`src/rtl/http_chunked_body_decoder_core_macros.svh`:
```
// Assertion helpers for the chunked body decoder.
`ifndef HTTP_CHUNKED_BODY_DECODER_CORE_MACROS_SVH
`define HTTP_CHUNKED_BODY_DECODER_CORE_MACROS_SVH

// Same-cycle implication, disabled while reset is high.
`define CHDEC_ASSERT_NOW(label, clk, rst, ante, cons, msg) \
   label: assert property (@(posedge clk) disable iff (rst) (ante) |-> (cons)) \
      else $error(msg);

// Next-cycle implication, disabled while reset is high.
`define CHDEC_ASSERT_NEXT(label, clk, rst, ante, cons, msg) \
   label: assert property (@(posedge clk) disable iff (rst) (ante) |=> (cons)) \
      else $error(msg);

`endif

```
`src/rtl/chdec_pkg.sv`:
```
`timescale 1ns / 1ps

package chdec_pkg;

   // Default longest size line, and the reset value of the body limit.
   localparam int          MAX_LINE_DEF     = 64;
   localparam logic [31:0] BODY_LIMIT_RESET = 32'd134217728;

   // Characters with a fixed meaning in the chunk framing.
   localparam logic [7:0] CHAR_CR    = 8'h0D;
   localparam logic [7:0] CHAR_LF    = 8'h0A;
   localparam logic [7:0] CHAR_SPACE = 8'h20;
   localparam logic [7:0] CHAR_TAB   = 8'h09;
   localparam logic [7:0] CHAR_ZERO  = 8'h30;
   localparam logic [7:0] CHAR_X_LO  = 8'h78;
   localparam logic [7:0] CHAR_X_UP  = 8'h58;

   // Bytes dropped after each chunk's payload.
   localparam logic [1:0] TRAILER_LEN = 2'd2;

   // Width of the result transfer's data.
   localparam int RSP_DATA_W = 48;

   typedef enum logic [2:0] {
      PH_LINE     = 3'd0,
      PH_DATA     = 3'd1,
      PH_TRAIL    = 3'd2,
      PH_DONE     = 3'd3,
      PH_ERR_LINE = 3'd4,
      PH_ERR_BODY = 3'd5
   } phase_type;

   typedef enum logic [1:0] {
      SC_SPACE  = 2'd0,
      SC_ZERO   = 2'd1,
      SC_DIGITS = 2'd2,
      SC_STOP   = 2'd3
   } scan_type;

   typedef enum logic [1:0] {
      KIND_NONE    = 2'd0,
      KIND_PAYLOAD = 2'd1,
      KIND_DONE    = 2'd2,
      KIND_ERROR   = 2'd3
   } kind_type;

   typedef enum logic [1:0] {
      ERR_NONE       = 2'd0,
      ERR_LINE_LONG  = 2'd1,
      ERR_BODY_LARGE = 2'd2
   } err_type;

   // Size parser state: scan position, value so far and saturation flag.
   typedef struct packed {
      scan_type    scan;
      logic [31:0] value;
      logic        sat;
   } hex_state_type;

   localparam hex_state_type HEX_RESET = '{scan: SC_SPACE, value: 32'd0, sat: 1'b0};

   typedef struct packed {
      logic       ok;
      logic [3:0] val;
   } digit_type;

   // One result of the decoder.
   typedef struct packed {
      kind_type    kind;
      logic [7:0]  data;
      err_type     err;
      logic [31:0] body_length;
   } result_type;

   // Decodes one ASCII hex digit.
   function automatic digit_type hex_digit(input logic [7:0] c);
      digit_type d;
      d.ok  = 1'b0;
      d.val = 4'd0;
      if (c >= 8'h30 && c <= 8'h39) begin
         d.ok  = 1'b1;
         d.val = 4'(c - 8'h30);
      end else if (c >= 8'h61 && c <= 8'h66) begin
         d.ok  = 1'b1;
         d.val = 4'(c - 8'h57);
      end else if (c >= 8'h41 && c <= 8'h46) begin
         d.ok  = 1'b1;
         d.val = 4'(c - 8'h37);
      end
      return d;
   endfunction

   // Space, TAB, LF, VT, FF and CR.
   function automatic logic is_space(input logic [7:0] c);
      return (c == CHAR_SPACE) || (c >= CHAR_TAB && c <= CHAR_CR);
   endfunction

endpackage

```
`src/rtl/chdec_hex_parse.sv`:
```
`timescale 1ns / 1ps

// Advances the size line parser by one character.
module chdec_hex_parse (
   input  logic                   enable,
   input  logic [7:0]             ch,
   input  chdec_pkg::hex_state_type cur,
   output chdec_pkg::hex_state_type nxt
);

   chdec_pkg::digit_type     dig;
   chdec_pkg::hex_state_type added;
   logic                     sat_new;

   assign dig = chdec_pkg::hex_digit(ch);

   // Shift in a digit, saturating once the value leaves 32 bits.
   always_comb begin
      sat_new     = cur.sat | (cur.value[31:28] != 4'd0);
      added.scan  = chdec_pkg::SC_DIGITS;
      added.sat   = sat_new;
      added.value = sat_new ? 32'hFFFF_FFFF : {cur.value[27:0], dig.val};
   end

   // Scan state update in the manner of strtoul.
   always_comb begin
      nxt = cur;
      if (enable) begin
         case (cur.scan)
            chdec_pkg::SC_SPACE: begin
               if (chdec_pkg::is_space(ch)) begin
                  nxt = cur;
               end else if (ch == chdec_pkg::CHAR_ZERO) begin
                  nxt.scan  = chdec_pkg::SC_ZERO;
                  nxt.value = 32'd0;
               end else if (dig.ok) begin
                  nxt = added;
               end else begin
                  nxt.scan = chdec_pkg::SC_STOP;
               end
            end
            chdec_pkg::SC_ZERO: begin
               if (ch == chdec_pkg::CHAR_X_LO || ch == chdec_pkg::CHAR_X_UP) begin
                  nxt.scan = chdec_pkg::SC_DIGITS;
               end else if (dig.ok) begin
                  nxt = added;
               end else begin
                  nxt.scan = chdec_pkg::SC_STOP;
               end
            end
            chdec_pkg::SC_DIGITS: begin
               if (dig.ok) begin
                  nxt = added;
               end else begin
                  nxt.scan = chdec_pkg::SC_STOP;
               end
            end
            default: begin
               nxt = cur;
            end
         endcase
      end
   end

endmodule

```
`src/rtl/chdec_engine.sv`:
```
`timescale 1ns / 1ps

// Framing state of the decoder and the result of one byte.
module chdec_engine #(
   parameter int MAX_LINE = chdec_pkg::MAX_LINE_DEF
) (
   input  logic                  clock,
   input  logic                  reset,
   input  logic                  step,
   input  logic [7:0]            in_byte,
   input  logic [31:0]           body_limit,
   output chdec_pkg::result_type result
);

   localparam int                LINE_W     = $clog2(MAX_LINE);
   localparam logic [LINE_W-1:0] LINE_LIMIT = LINE_W'(MAX_LINE - 1);

   chdec_pkg::phase_type     phase_ff, phase_in;
   logic [LINE_W-1:0]        line_bytes_ff, line_bytes_in;
   logic                     prev_cr_ff, prev_cr_in;
   chdec_pkg::hex_state_type hex_ff, hex_in;
   logic [31:0]              remaining_ff, remaining_in;
   logic [31:0]              offset_ff, offset_in;
   logic [1:0]               trailer_ff, trailer_in;
   logic                     final_ff, final_in;

   chdec_pkg::hex_state_type hex_mid, hex_parsed;
   logic [LINE_W-1:0]        line_inc;
   logic                     line_end, too_big, line_full;
   logic [31:0]              rem_dec;
   logic [1:0]               trail_dec;

   // A held-back CR that is not followed by LF is parsed first, then the new byte.
   chdec_hex_parse u_parse_cr (
      .enable (prev_cr_ff),
      .ch     (chdec_pkg::CHAR_CR),
      .cur    (hex_ff),
      .nxt    (hex_mid)
   );

   chdec_hex_parse u_parse_byte (
      .enable (in_byte != chdec_pkg::CHAR_CR),
      .ch     (in_byte),
      .cur    (hex_mid),
      .nxt    (hex_parsed)
   );

   // Conditions shared by the blocks below.
   always_comb begin
      line_inc  = line_bytes_ff + 1'b1;
      line_end  = prev_cr_ff && (in_byte == chdec_pkg::CHAR_LF);
      too_big   = ({1'b0, offset_ff} + {1'b0, hex_ff.value}) > {1'b0, body_limit};
      line_full = line_inc >= LINE_LIMIT;
      rem_dec   = remaining_ff - 32'd1;
      trail_dec = (trailer_ff != 2'd0) ? trailer_ff - 2'd1 : 2'd0;
   end

   // Next phase.
   always_comb begin
      phase_in = phase_ff;
      case (phase_ff)
         chdec_pkg::PH_LINE: begin
            if (line_end) begin
               if (too_big) begin
                  phase_in = chdec_pkg::PH_ERR_BODY;
               end else if (hex_ff.value == 32'd0) begin
                  phase_in = chdec_pkg::PH_TRAIL;
               end else begin
                  phase_in = chdec_pkg::PH_DATA;
               end
            end else if (line_full) begin
               phase_in = chdec_pkg::PH_ERR_LINE;
            end
         end
         chdec_pkg::PH_DATA: begin
            if (rem_dec == 32'd0) begin
               phase_in = chdec_pkg::PH_TRAIL;
            end
         end
         chdec_pkg::PH_TRAIL: begin
            if (trail_dec == 2'd0) begin
               phase_in = final_ff ? chdec_pkg::PH_DONE : chdec_pkg::PH_LINE;
            end
         end
         default: begin
            phase_in = phase_ff;
         end
      endcase
   end

   // Result of the current byte.
   always_comb begin
      result.kind        = chdec_pkg::KIND_NONE;
      result.data        = 8'd0;
      result.err         = chdec_pkg::ERR_NONE;
      result.body_length = offset_in;
      case (phase_ff)
         chdec_pkg::PH_LINE: begin
            if (line_end && too_big) begin
               result.kind = chdec_pkg::KIND_ERROR;
               result.err  = chdec_pkg::ERR_BODY_LARGE;
            end else if (!line_end && line_full) begin
               result.kind = chdec_pkg::KIND_ERROR;
               result.err  = chdec_pkg::ERR_LINE_LONG;
            end
         end
         chdec_pkg::PH_DATA: begin
            result.kind = chdec_pkg::KIND_PAYLOAD;
            result.data = in_byte;
         end
         chdec_pkg::PH_TRAIL: begin
            if (trail_dec == 2'd0 && final_ff) begin
               result.kind = chdec_pkg::KIND_DONE;
            end
         end
         chdec_pkg::PH_ERR_LINE: begin
            result.kind = chdec_pkg::KIND_ERROR;
            result.err  = chdec_pkg::ERR_LINE_LONG;
         end
         chdec_pkg::PH_ERR_BODY: begin
            result.kind = chdec_pkg::KIND_ERROR;
            result.err  = chdec_pkg::ERR_BODY_LARGE;
         end
         default: begin
            result.kind = chdec_pkg::KIND_NONE;
         end
      endcase
   end

   // Counters, parser and chunk bookkeeping.
   always_comb begin
      line_bytes_in = line_bytes_ff;
      prev_cr_in    = prev_cr_ff;
      hex_in        = hex_ff;
      remaining_in  = remaining_ff;
      offset_in     = offset_ff;
      trailer_in    = trailer_ff;
      final_in      = final_ff;
      case (phase_ff)
         chdec_pkg::PH_LINE: begin
            line_bytes_in = line_inc;
            if (line_end) begin
               if (!too_big) begin
                  remaining_in = hex_ff.value;
                  trailer_in   = chdec_pkg::TRAILER_LEN;
                  final_in     = (hex_ff.value == 32'd0);
               end
            end else begin
               prev_cr_in = (in_byte == chdec_pkg::CHAR_CR);
               hex_in     = hex_parsed;
            end
         end
         chdec_pkg::PH_DATA: begin
            offset_in    = offset_ff + 32'd1;
            remaining_in = rem_dec;
         end
         chdec_pkg::PH_TRAIL: begin
            trailer_in = trail_dec;
            if (trail_dec == 2'd0 && !final_ff) begin
               line_bytes_in = '0;
               prev_cr_in    = 1'b0;
               hex_in        = chdec_pkg::HEX_RESET;
            end
         end
         default: begin
            offset_in = offset_ff;
         end
      endcase
   end

   // State registers advance once per processed byte.
   always_ff @(posedge clock) begin
      if (reset) begin
         phase_ff      <= chdec_pkg::PH_LINE;
         line_bytes_ff <= '0;
         prev_cr_ff    <= 1'b0;
         hex_ff        <= chdec_pkg::HEX_RESET;
         remaining_ff  <= 32'd0;
         offset_ff     <= 32'd0;
         trailer_ff    <= 2'd0;
         final_ff      <= 1'b0;
      end else if (step) begin
         phase_ff      <= phase_in;
         line_bytes_ff <= line_bytes_in;
         prev_cr_ff    <= prev_cr_in;
         hex_ff        <= hex_in;
         remaining_ff  <= remaining_in;
         offset_ff     <= offset_in;
         trailer_ff    <= trailer_in;
         final_ff      <= final_in;
      end
   end

endmodule

```
`src/rtl/http_chunked_body_decoder_core.sv`:
```
`timescale 1ns / 1ps
// A byte's result reaches the result channel through the input register and then the result
// register. Throughput: one byte per cycle
// while results are taken; each byte's framing update is one pass through the engine logic
// between the two registers, and a held result stalls the input.
// Reset (synchronous, active high) returns the decoder to the start of a size line, clears
// the body count and any held error, and sets the body limit to 134217728 bytes.

`include "http_chunked_body_decoder_core_macros.svh"

module http_chunked_body_decoder_core #(
   parameter int MAX_LINE = chdec_pkg::MAX_LINE_DEF
) (
   input  logic                             clock,
   input  logic                             reset,
   // Body limit write channel.
   input  logic                             csr_valid,
   output logic                             csr_ready,
   input  logic [31:0]                      csr_wdata,  // body limit
   // Raw chunked stream.
   input  logic                             req_tvalid,
   output logic                             req_tready,
   input  logic [7:0]                       req_tdata,  // [7:0] in_byte
   // Decoded results.
   output logic                             rsp_tvalid,
   input  logic                             rsp_tready,
   output logic [chdec_pkg::RSP_DATA_W-1:0] rsp_tdata,  // [7:0] data, [9:8] error_code,
                                                        // [41:10] body_length, rest zero
   output logic [1:0]                       rsp_tuser   // [1:0] kind
);

   logic                  in_valid_ff, in_valid_in;
   logic [7:0]            in_byte_ff, in_byte_in;
   logic                  rsp_valid_ff, rsp_valid_in;
   chdec_pkg::result_type rsp_res_ff, rsp_res_in;
   logic [31:0]           body_limit_ff, body_limit_in;
   chdec_pkg::result_type step_res;
   logic                  advance;

   // A byte moves on when the result register is free or being emptied.
   assign advance    = in_valid_ff && (!rsp_valid_ff || rsp_tready);
   assign req_tready = !in_valid_ff || advance;
   assign csr_ready  = 1'b1;

   chdec_engine #(
      .MAX_LINE (MAX_LINE)
   ) u_engine (
      .clock      (clock),
      .reset      (reset),
      .step       (advance),
      .in_byte    (in_byte_ff),
      .body_limit (body_limit_ff),
      .result     (step_res)
   );

   // Next values of the input, result and limit registers.
   always_comb begin
      in_valid_in   = req_tready ? req_tvalid : in_valid_ff;
      in_byte_in    = (req_tvalid && req_tready) ? req_tdata : in_byte_ff;
      rsp_valid_in  = advance ? 1'b1 : (rsp_tready ? 1'b0 : rsp_valid_ff);
      rsp_res_in    = advance ? step_res : rsp_res_ff;
      body_limit_in = csr_valid ? csr_wdata : body_limit_ff;
   end

   // Control registers.
   always_ff @(posedge clock) begin
      if (reset) begin
         in_valid_ff   <= 1'b0;
         rsp_valid_ff  <= 1'b0;
         body_limit_ff <= chdec_pkg::BODY_LIMIT_RESET;
      end else begin
         in_valid_ff   <= in_valid_in;
         rsp_valid_ff  <= rsp_valid_in;
         body_limit_ff <= body_limit_in;
      end
   end

   // Payload registers.
   always_ff @(posedge clock) begin
      in_byte_ff <= in_byte_in;
      rsp_res_ff <= rsp_res_in;
   end

   // Result transfer packing.
   assign rsp_tvalid = rsp_valid_ff;
   assign rsp_tuser  = rsp_res_ff.kind;
   assign rsp_tdata  = {6'd0, rsp_res_ff.body_length, rsp_res_ff.err, rsp_res_ff.data};

   // Once an error is shown, every later result is an error.
   `CHDEC_ASSERT_NEXT(a_error_sticks, clock, reset,
      rsp_tvalid && rsp_tuser == chdec_pkg::KIND_ERROR,
      !rsp_tvalid || rsp_tuser == chdec_pkg::KIND_ERROR,
      "error result followed by a non-error result")

   // A payload byte has always been counted in the body length.
   `CHDEC_ASSERT_NOW(a_payload_counted, clock, reset,
      rsp_tvalid && rsp_tuser == chdec_pkg::KIND_PAYLOAD,
      rsp_tdata[41:10] != 32'd0,
      "payload result with zero body length")

   // Only error results carry an error code, only payload results carry data.
   `CHDEC_ASSERT_NOW(a_fields_clean, clock, reset,
      rsp_tvalid && rsp_tuser != chdec_pkg::KIND_ERROR,
      rsp_tdata[9:8] == chdec_pkg::ERR_NONE &&
      (rsp_tuser == chdec_pkg::KIND_PAYLOAD || rsp_tdata[7:0] == 8'd0),
      "stray error code or data on a result")

endmodule

```
`config.mk`:
```
export PLATFORM = sky130hd
export DESIGN_NAME = http_chunked_body_decoder_core
export DESIGN_NICKNAME = d
export VERILOG_FILES = /design/src/rtl/chdec_pkg.sv /design/src/rtl/chdec_hex_parse.sv /design/src/rtl/chdec_engine.sv /design/src/rtl/http_chunked_body_decoder_core.sv
export VERILOG_INCLUDE_DIRS = /design/src /design/src/rtl
export SDC_FILE = /design/constraint.sdc
export NUM_CORES = 1
export LEC_CHECK = 0
export BUFFER_PORTS_ARGS = -buffer_cell sky130_fd_sc_hd__buf_2
export CAP_MARGIN = 30
export CORE_MARGIN = 4
export CORE_UTILIZATION = 62
export DETAILED_ROUTE_END_ITERATION = 10
export GPL_ROUTABILITY_DRIVEN = 0
export MAX_ROUTING_LAYER = met4
export PLACE_DENSITY = 0.81
export SYNTH_ARGS = -nofsm -noshare
export SYNTH_HDL_FRONTEND = slang
export SYNTH_HIERARCHICAL = 1
export SYNTH_SLANG_ARGS = --single-unit
export TNS_END_PERCENT = 1
```
`constraint.sdc`:
```
create_clock -name clock -period 6.1 [get_ports clock]
set_input_delay 0.305 -clock clock [delete_from_list [all_inputs] [get_ports clock]]
set_output_delay 0.305 -clock clock [all_outputs]
set_load 0.02 [all_outputs]
```
Word level (Yosys, flattened, before mapping)
Index checks and enable logic that the tools add are counted.

operators by class
  add/sub/neg operators = 8
  multiply operators = 0
  div/mod/pow operators = 0
  magnitude comparators = 10
  equality and inequality tests = 22
  shift-type cells = 0
  muxes and demuxes = 48
  bitwise gates (word level) = 2
  reductions and logical operators = 38

operator list
  operator                                                         number
  2-to-1 mux 35 bit                                                6
  2-to-1 mux 32 bit                                                4
  one-hot mux 35 bit (3 select lines)                              1
  one-hot mux 35 bit (2 select lines)                              1
  2-to-1 mux 33 bit                                                2
  zero test 32 bit                                                 2
  one-hot mux 32 bit (2 select lines)                              1
  2-to-1 mux 34 bit                                                1
  adder 32 x 32 -> 33 bit                                          1
  greater-than comparator 33 x 32 -> 1 bit                         1
  adder 32 x 1 -> 32 bit (second input constant)                   1
  subtractor 32 x 1 -> 32 bit (second input constant)              1
  2-to-1 mux 2 bit                                                 10
  equality test 8 x 4 -> 1 bit (second input constant)             2
  equality test 8 x 6 -> 1 bit (second input constant)             2
  equality test 8 x 7 -> 1 bit (second input constant)             2
  >= comparator 8 x 7 -> 1 bit (second input constant)             2
  less-or-equal comparator 8 x 7 -> 1 bit (second input constant)  2
  AND reduction 4 bit                                              4
  2-to-1 mux 3 bit                                                 5
  2-to-1 mux 5 bit                                                 3
  one-hot mux 6 bit (2 select lines)                               1
  logical AND 1 bit                                                11
  one-hot mux 3 bit (3 select lines)                               1
  36 further kinds                                                 61

storage, ports and cells
  bits in registers = 198
  bits in latches = 0
  bits in writable memories = 0
  bits in read-only memories = 0
  bits of input ports = 45
  output and inout port bits = 53
  logic and storage cells = 146
  memories = 0

Longest topological paths before layout
  word-level depth = 14
  depth in mapped cells = 24
  depth with buffers taken out = 22

Cells and area by module
Netlist, hierarchy kept.

by module, submodules not included
  module                          times used  cells each  area each (um^2)  seq. area each (um^2)
  chdec_engine                    1           1172        8723.4            2242.2
  http_chunked_body_decoder_core  1           175         2876.5            2242.2
  chdec_hex_parse                 2           234         1400.1            0.0

Worst setup path before layout
No wires, ideal clock.

  path type = reg-to-reg
  start point = reg u_engine.offset_ff[9]
  end point = reg u_engine.remaining_ff[10]
  library setup time = 0.132 ns
  arrival time = 4.644 ns
  data required time = 5.968 ns
  setup slack = 1.324 ns
  cell stages (with the launch flop) = 23
  path buffers = 2
  clock period less this slack = 4.776 ns
  cells stage by stage = dfxtp_1 -> ha_1 -> a21oi_1 -> a21oi_1 -> a311o_1 -> a41o_1 -> a31o_2 -> a221o_1 -> a21o_1 -> a21oi_1 -> xnor2_1 -> ha_1 -> nand2_1 -> o21a_1 -> a21oi_1 -> a221o_1 -> a211o_1 -> a211oi_2 -> nor2_1 -> clkbuf_1 -> clkbuf_1 -> a21oi_1 -> o32ai_1

on the way
  word-level cells in the longest chain between the ends = 4

RTL lines
  element                                   RTL line             source
  start, declared                           chdec_engine.sv:23   logic [31:0] offset_ff, offset_in;
  start signal, assigned                    chdec_engine.sv:188  offset_ff <= offset_in;
  adder 32 x 32 -> 33 bit                   chdec_engine.sv:52   too_big = ({1'b0, offset_ff} + {1'b0, hex_ff.value}) > {1'b0, body_limit};
  greater-than comparator 33 x 32 -> 1 bit  chdec_engine.sv:52
  != test 2 bit (no source line)            --
  AND reduction 4 bit (no source line)      --
  end signal, assigned                      chdec_engine.sv:187  remaining_ff <= remaining_in;
  end, declared                             chdec_engine.sv:22   logic [31:0] remaining_ff, remaining_in;

No other way between the ends.
A chain may end at the register's enable or synchronous reset.

Worst setup path in the final report
  start point = reg u_engine.offset_ff[0]
  end point = reg u_engine.remaining_ff[2]

Same word-level chain as after synthesis.

==> results by stage <==
Clock network:
- The clock net in this run drives a total of 198 sinks.
- The number of clock buffers added by TritonCTS is 17.
- The maximum level of the CTS H-tree is 4.
- The maximum count of clock buffers along a single path is 2.
- In this run the post-CTS setup repair buffer count came out at 0.
- The count of instances resized after the clock tree is built is 0.
- The clock edge transition at the registers on the reported setup and hold paths is 0.08 ns.
- The clock reaches the later pin of the worst-skew pair after 0.45 ns.
- Buffers inserted to repair hold after CTS numbered 0.
- The clock tree root driver cell is sky130_fd_sc_hd__clkbuf_16.
- TritonCTS built the clock tree.

Setup path:
- The worst setup path is of the reg2reg kind.
- The arrival time of data at the critical path endpoint is 6.04 ns.
- The data required time of the worst path is 6.47 ns.
- The worst setup path is captured at a flip-flop.
- The startpoint type of the worst setup path is a flip-flop.
- In this run the worst path has a maximum fanout of 59.

Placed design:
- The placed cell area is 0.0151 sq mm.
- The wire-length estimate of the detail-placed layout is 29900 microns.
- Port buffering added 90 buffers.

Synth:
- For this run, asynchronously set or reset flops after synthesis account for 0.
- The register bit count reported by yosys is 198.
- Summing every instance area after synthesis gives 0.0144 sq mm.
- The register area share after synthesis is 0.311.
- The synthesized area divided by synthesized cell count is 7.93 sq um.
- Synthesis produced a netlist whose cell count is 1815.
- The share of synthesized area in the top cell type comes to 0.203.
- For this run, the number of Yosys warnings is 6.
- By area the synthesized netlist is led by sky130_fd_sc_hd__dfxtp_1 (20%), sky130_fd_sc_hd__edfxtp_1 (11%), sky130_fd_sc_hd__ha_1 (7.4%).
- Counting flops with a built-in enable in the synthesized netlist gives 52.
- The top cell type by total area after synthesis is sky130_fd_sc_hd__dfxtp_1.
- The number of different library cells used by synthesis comes to 96.
- The prevailing post-synth register cell is sky130_fd_sc_hd__dfxtp_1.

Routing:
- The total iterations of the first detailed-routing run is 8.
- The routed design has 41800 microns of wire.
- After detailed routing, the number of vias per cell comes to 6.39.
- Dividing the detail-routed wire length by the instance count gives 18.8 microns.
- For this run, design rule violations remaining after detail routing come to 0.
- In this run the remaining antenna-violating nets after routing total 0.
- The total via count in the routed design is 14200.
- For this block, the initial DRC count from the detailed router was 2011.

Global routing:
- The overall fraction of global-route tracks in use is 0.323.
- Entering global routing, the biggest net connects 83 pins.
- The first global-routing pass estimated 66800 microns of wire.
- The residual overflow from global routing is 0.
- The number of global-route vias before repair was 12900.
- The initial antenna violation count is 0.

STA:
- The actual slew at the worst max-slew pin is 1.17 ns.
- The number of max-slew violations in the final report is 0.
- The final hold violation count came to 0.
- The relative slew slack is 0.215.
- The clock tree skew after final layout is 0.0157 ns.
- In the finished design, the share of the clock period the worst path needs comes to 0.931.
- Derived from the worst setup path, the maximum achievable clock frequency is 176 MHz.
- In the final timing run, aggregate negative setup slack is 0 ns.
- Subtracting the final worst setup slack from the clock period gives 5.68 ns.
- Setup violations remaining at the end of the flow were counted as 0.
- Setup repair after global routing left no endpoint under its margin.

Power and ir drop:
- IR analysis of the VDD net gives a maximum drop of 0.169 mV.
- The combinational share of power is 0.152.
- The switching power total is 0.000892 W.
- The internal portion of the total power is 0.00207 W.
- Of the total power, the clock network draws 0.371.
- Of the total power, the share spent switching nets is 0.302.
- The power per cell area is 189 mW/mm^2.
- The analysis attributes to cell leakage a power of 6.50 nW.
- The sequential share of power is 0.477.

Run:
- The number of maximum-capacitance violations is 0.

Die:
- The floorplan has 55 rows.
- For this configuration, the core starts out at a cell density of 0.632.
- Pin placement for this block handled 98 I/O pins.
- The horizontal die dimension is 160 microns.
- The die area is 0.0257 sq mm.
- After floorplanning, the core was sized to cover 0.0228 sq mm.
- The vertical extent of the die is 160 microns.

Layout:
- Counting the fill cells in the layout gives 1874.
- In the final layout, the share of cells above drive strength 1 is 0.113.
- The register cell area after layout is 0.00448 sq mm.
- The area used by multi-input combinational logic is 0.00927 sq mm.
- Relative to the synthesized area, the layout overhead comes to 8.70%.
- After routing the design area is 0.0157 sq mm.
- The repair_antennas step left the layout with diodes totalling 0.
- The final net count is 2028.

Status:
- The run finished with clean final reports.

Worst hold path:
- The min-delay analysis places its worst path in the category in2reg.
[layout by cell type, fill, tap and decap left out, types with 10 or more instances in the layout]
cell type	count
sky130_fd_sc_hd__nor2_1	247
sky130_fd_sc_hd__o21a_1	13
sky130_fd_sc_hd__o21ai_0	53
sky130_fd_sc_hd__nor3_1	33
sky130_fd_sc_hd__edfxtp_1	52
sky130_fd_sc_hd__o21bai_1	11
sky130_fd_sc_hd__clkbuf_16	17
sky130_fd_sc_hd__buf_2	89
sky130_fd_sc_hd__nand2_1	202
sky130_fd_sc_hd__nand4_1	22
sky130_fd_sc_hd__nor4_1	21
sky130_fd_sc_hd__nand3_1	74
sky130_fd_sc_hd__a21oi_1	201
sky130_fd_sc_hd__mux2i_1	32
sky130_fd_sc_hd__o22ai_1	13
sky130_fd_sc_hd__inv_1	68
sky130_fd_sc_hd__xnor2_1	51
sky130_fd_sc_hd__or3_1	10
sky130_fd_sc_hd__nand2b_1	15
sky130_fd_sc_hd__a211oi_1	19
sky130_fd_sc_hd__o32ai_1	24
sky130_fd_sc_hd__buf_4	30
sky130_fd_sc_hd__o211ai_1	37
sky130_fd_sc_hd__a221oi_1	11
sky130_fd_sc_hd__ha_1	85
sky130_fd_sc_hd__dfxtp_1	146
sky130_fd_sc_hd__and2_1	18
sky130_fd_sc_hd__conb_1	45
sky130_fd_sc_hd__a21o_1	26
sky130_fd_sc_hd__and3_1	19
sky130_fd_sc_hd__xor2_1	48
[routing by layer]
| metal | GRT usage | share of wire | vias up |
|---|---|---|---|
| li1 | - | - | 6634 |
| met1 | 0.423 | 0.41 | 6623 |
| met2 | 0.490 | 0.45 | 792 |
| met3 | 0.0549 | 0.097 | 155 |
| met4 | 0.147 | 0.045 | 0 |
| met5 | - | 0 | - |
[sequential cells by signal, indices dropped and copies added (netlist names)]
name	flops
u_engine/phase_ff	3
u_engine/prev_cr_ff	1
rsp_tdata	42
u_engine/trailer_ff	2
rsp_tvalid	1
body_limit_ff	32
rsp_tuser	2
u_engine/remaining_ff	32
u_engine/hex_ff	35
u_engine/offset_ff	32
u_engine/line_bytes_ff	6
in_byte_ff	8
in_valid_ff	1
u_engine/final_ff	1
[layout make-up]
class	instances	share of cell area
Inverter	69	0.0165
Tap cell	313	0.0250
Sequential cell	198	0.286
Timing Repair Buffer	121	0.0451
Clock inverter	13	0.00719
Clock buffer	19	0.0277
Multi-Input combinational cell	1490	0.592
[power by group through the flow]
stage | clock network [W] | registers, W | logic (W)
final | 0.00110 | 0.00141 | 0.000450
after global routing | 0.00115 | 0.00142 | 0.000490
after CTS | 0.00110 | 0.00141 | 0.000432
after detailed placement | 0 | 0.00144 | 0.000429
after global placement | 0 | 0.00144 | 0.000420
after floorplan | 0 | 0.00145 | 0.000312
[cells by family after synthesis]
group | share of synthesized area
fa+ha+maj | 0.0752
simple gates | 0.248
buf+inv | 0.0567
other cells | 0.00104
compound gates | 0.226
mux | 0.0222
flops | 0.311
xor+xnor | 0.0602
[worst max-delay path: stages (launching register included)]
cell,delay [ns]
sky130_fd_sc_hd__dfxtp_1,0.45
sky130_fd_sc_hd__ha_1,0.24
sky130_fd_sc_hd__inv_1,0.07
sky130_fd_sc_hd__fa_1,0.40
sky130_fd_sc_hd__nor2b_1,0.17
sky130_fd_sc_hd__o31a_1,0.21
sky130_fd_sc_hd__o22ai_2,0.13
sky130_fd_sc_hd__o211ai_1,0.45
sky130_fd_sc_hd__a2111oi_0,0.29
sky130_fd_sc_hd__o31a_1,0.39
sky130_fd_sc_hd__xnor2_1,0.14
sky130_fd_sc_hd__ha_1,0.31
sky130_fd_sc_hd__a21oi_1,0.16
sky130_fd_sc_hd__o21a_1,0.15
sky130_fd_sc_hd__a21oi_1,0.07
sky130_fd_sc_hd__a221o_1,0.38
sky130_fd_sc_hd__a211o_1,0.31
sky130_fd_sc_hd__a211oi_2,0.38
sky130_fd_sc_hd__nor2_4,0.06
sky130_fd_sc_hd__buf_4,0.34
sky130_fd_sc_hd__or2_2,0.37
sky130_fd_sc_hd__a21oi_1,0.13
[per-stage QoR]
stage                      util  hold slack (ns)  std cells  setup slack, ns  total power [W]
after floorplan               -            0.404       1856             1.32          0.00176
final                     0.687           0.0273       2223            0.423          0.00296
after global routing      0.687           0.0127       2223            0.163          0.00306
after global placement    0.662            0.441       2189            0.824          0.00186
after CTS                 0.686           0.0155       2222            0.579          0.00295
after detailed placement  0.662            0.470       2190            0.609          0.00187
[cell usage after synthesis, drive strengths merged, types with 11 or more instances]
master  number
nor2       251
nand2      206
a21oi      204
dfxtp      146
ha          85
nand3       76
inv         68
o21ai       57
clkbuf      56
edfxtp      52
xnor2       51
xor2        48
buf         42
o211ai      41
nor3        34
mux2i       32
a21o        26
o32ai       24
nand4       23
a211oi      22
nor4        22
and2        19
and3        19
or3         16
nand2b      15
o22ai       14
o21a        13
a221oi      11
o21bai      11
[worst paths after layout]
| path | startpoint | cells after the start | endpoint | slack (ns) |
|---|---|---|---|---|
| setup / recovery | u_engine/offset_ff[0] | 21 | u_engine/remaining_ff[2] | 0.42 |
| hold reg to reg | u_engine/remaining_ff[21] | 2 | u_engine/remaining_ff[21] | 0.48 |
| hold / removal | req_tdata[0] | 1 | in_byte_ff[0] | 0.03 |
| setup reg to reg | u_engine/offset_ff[0] | 21 | u_engine/remaining_ff[2] | 0.42 |
No activity file was read; power rests on OpenSTA's default activity.
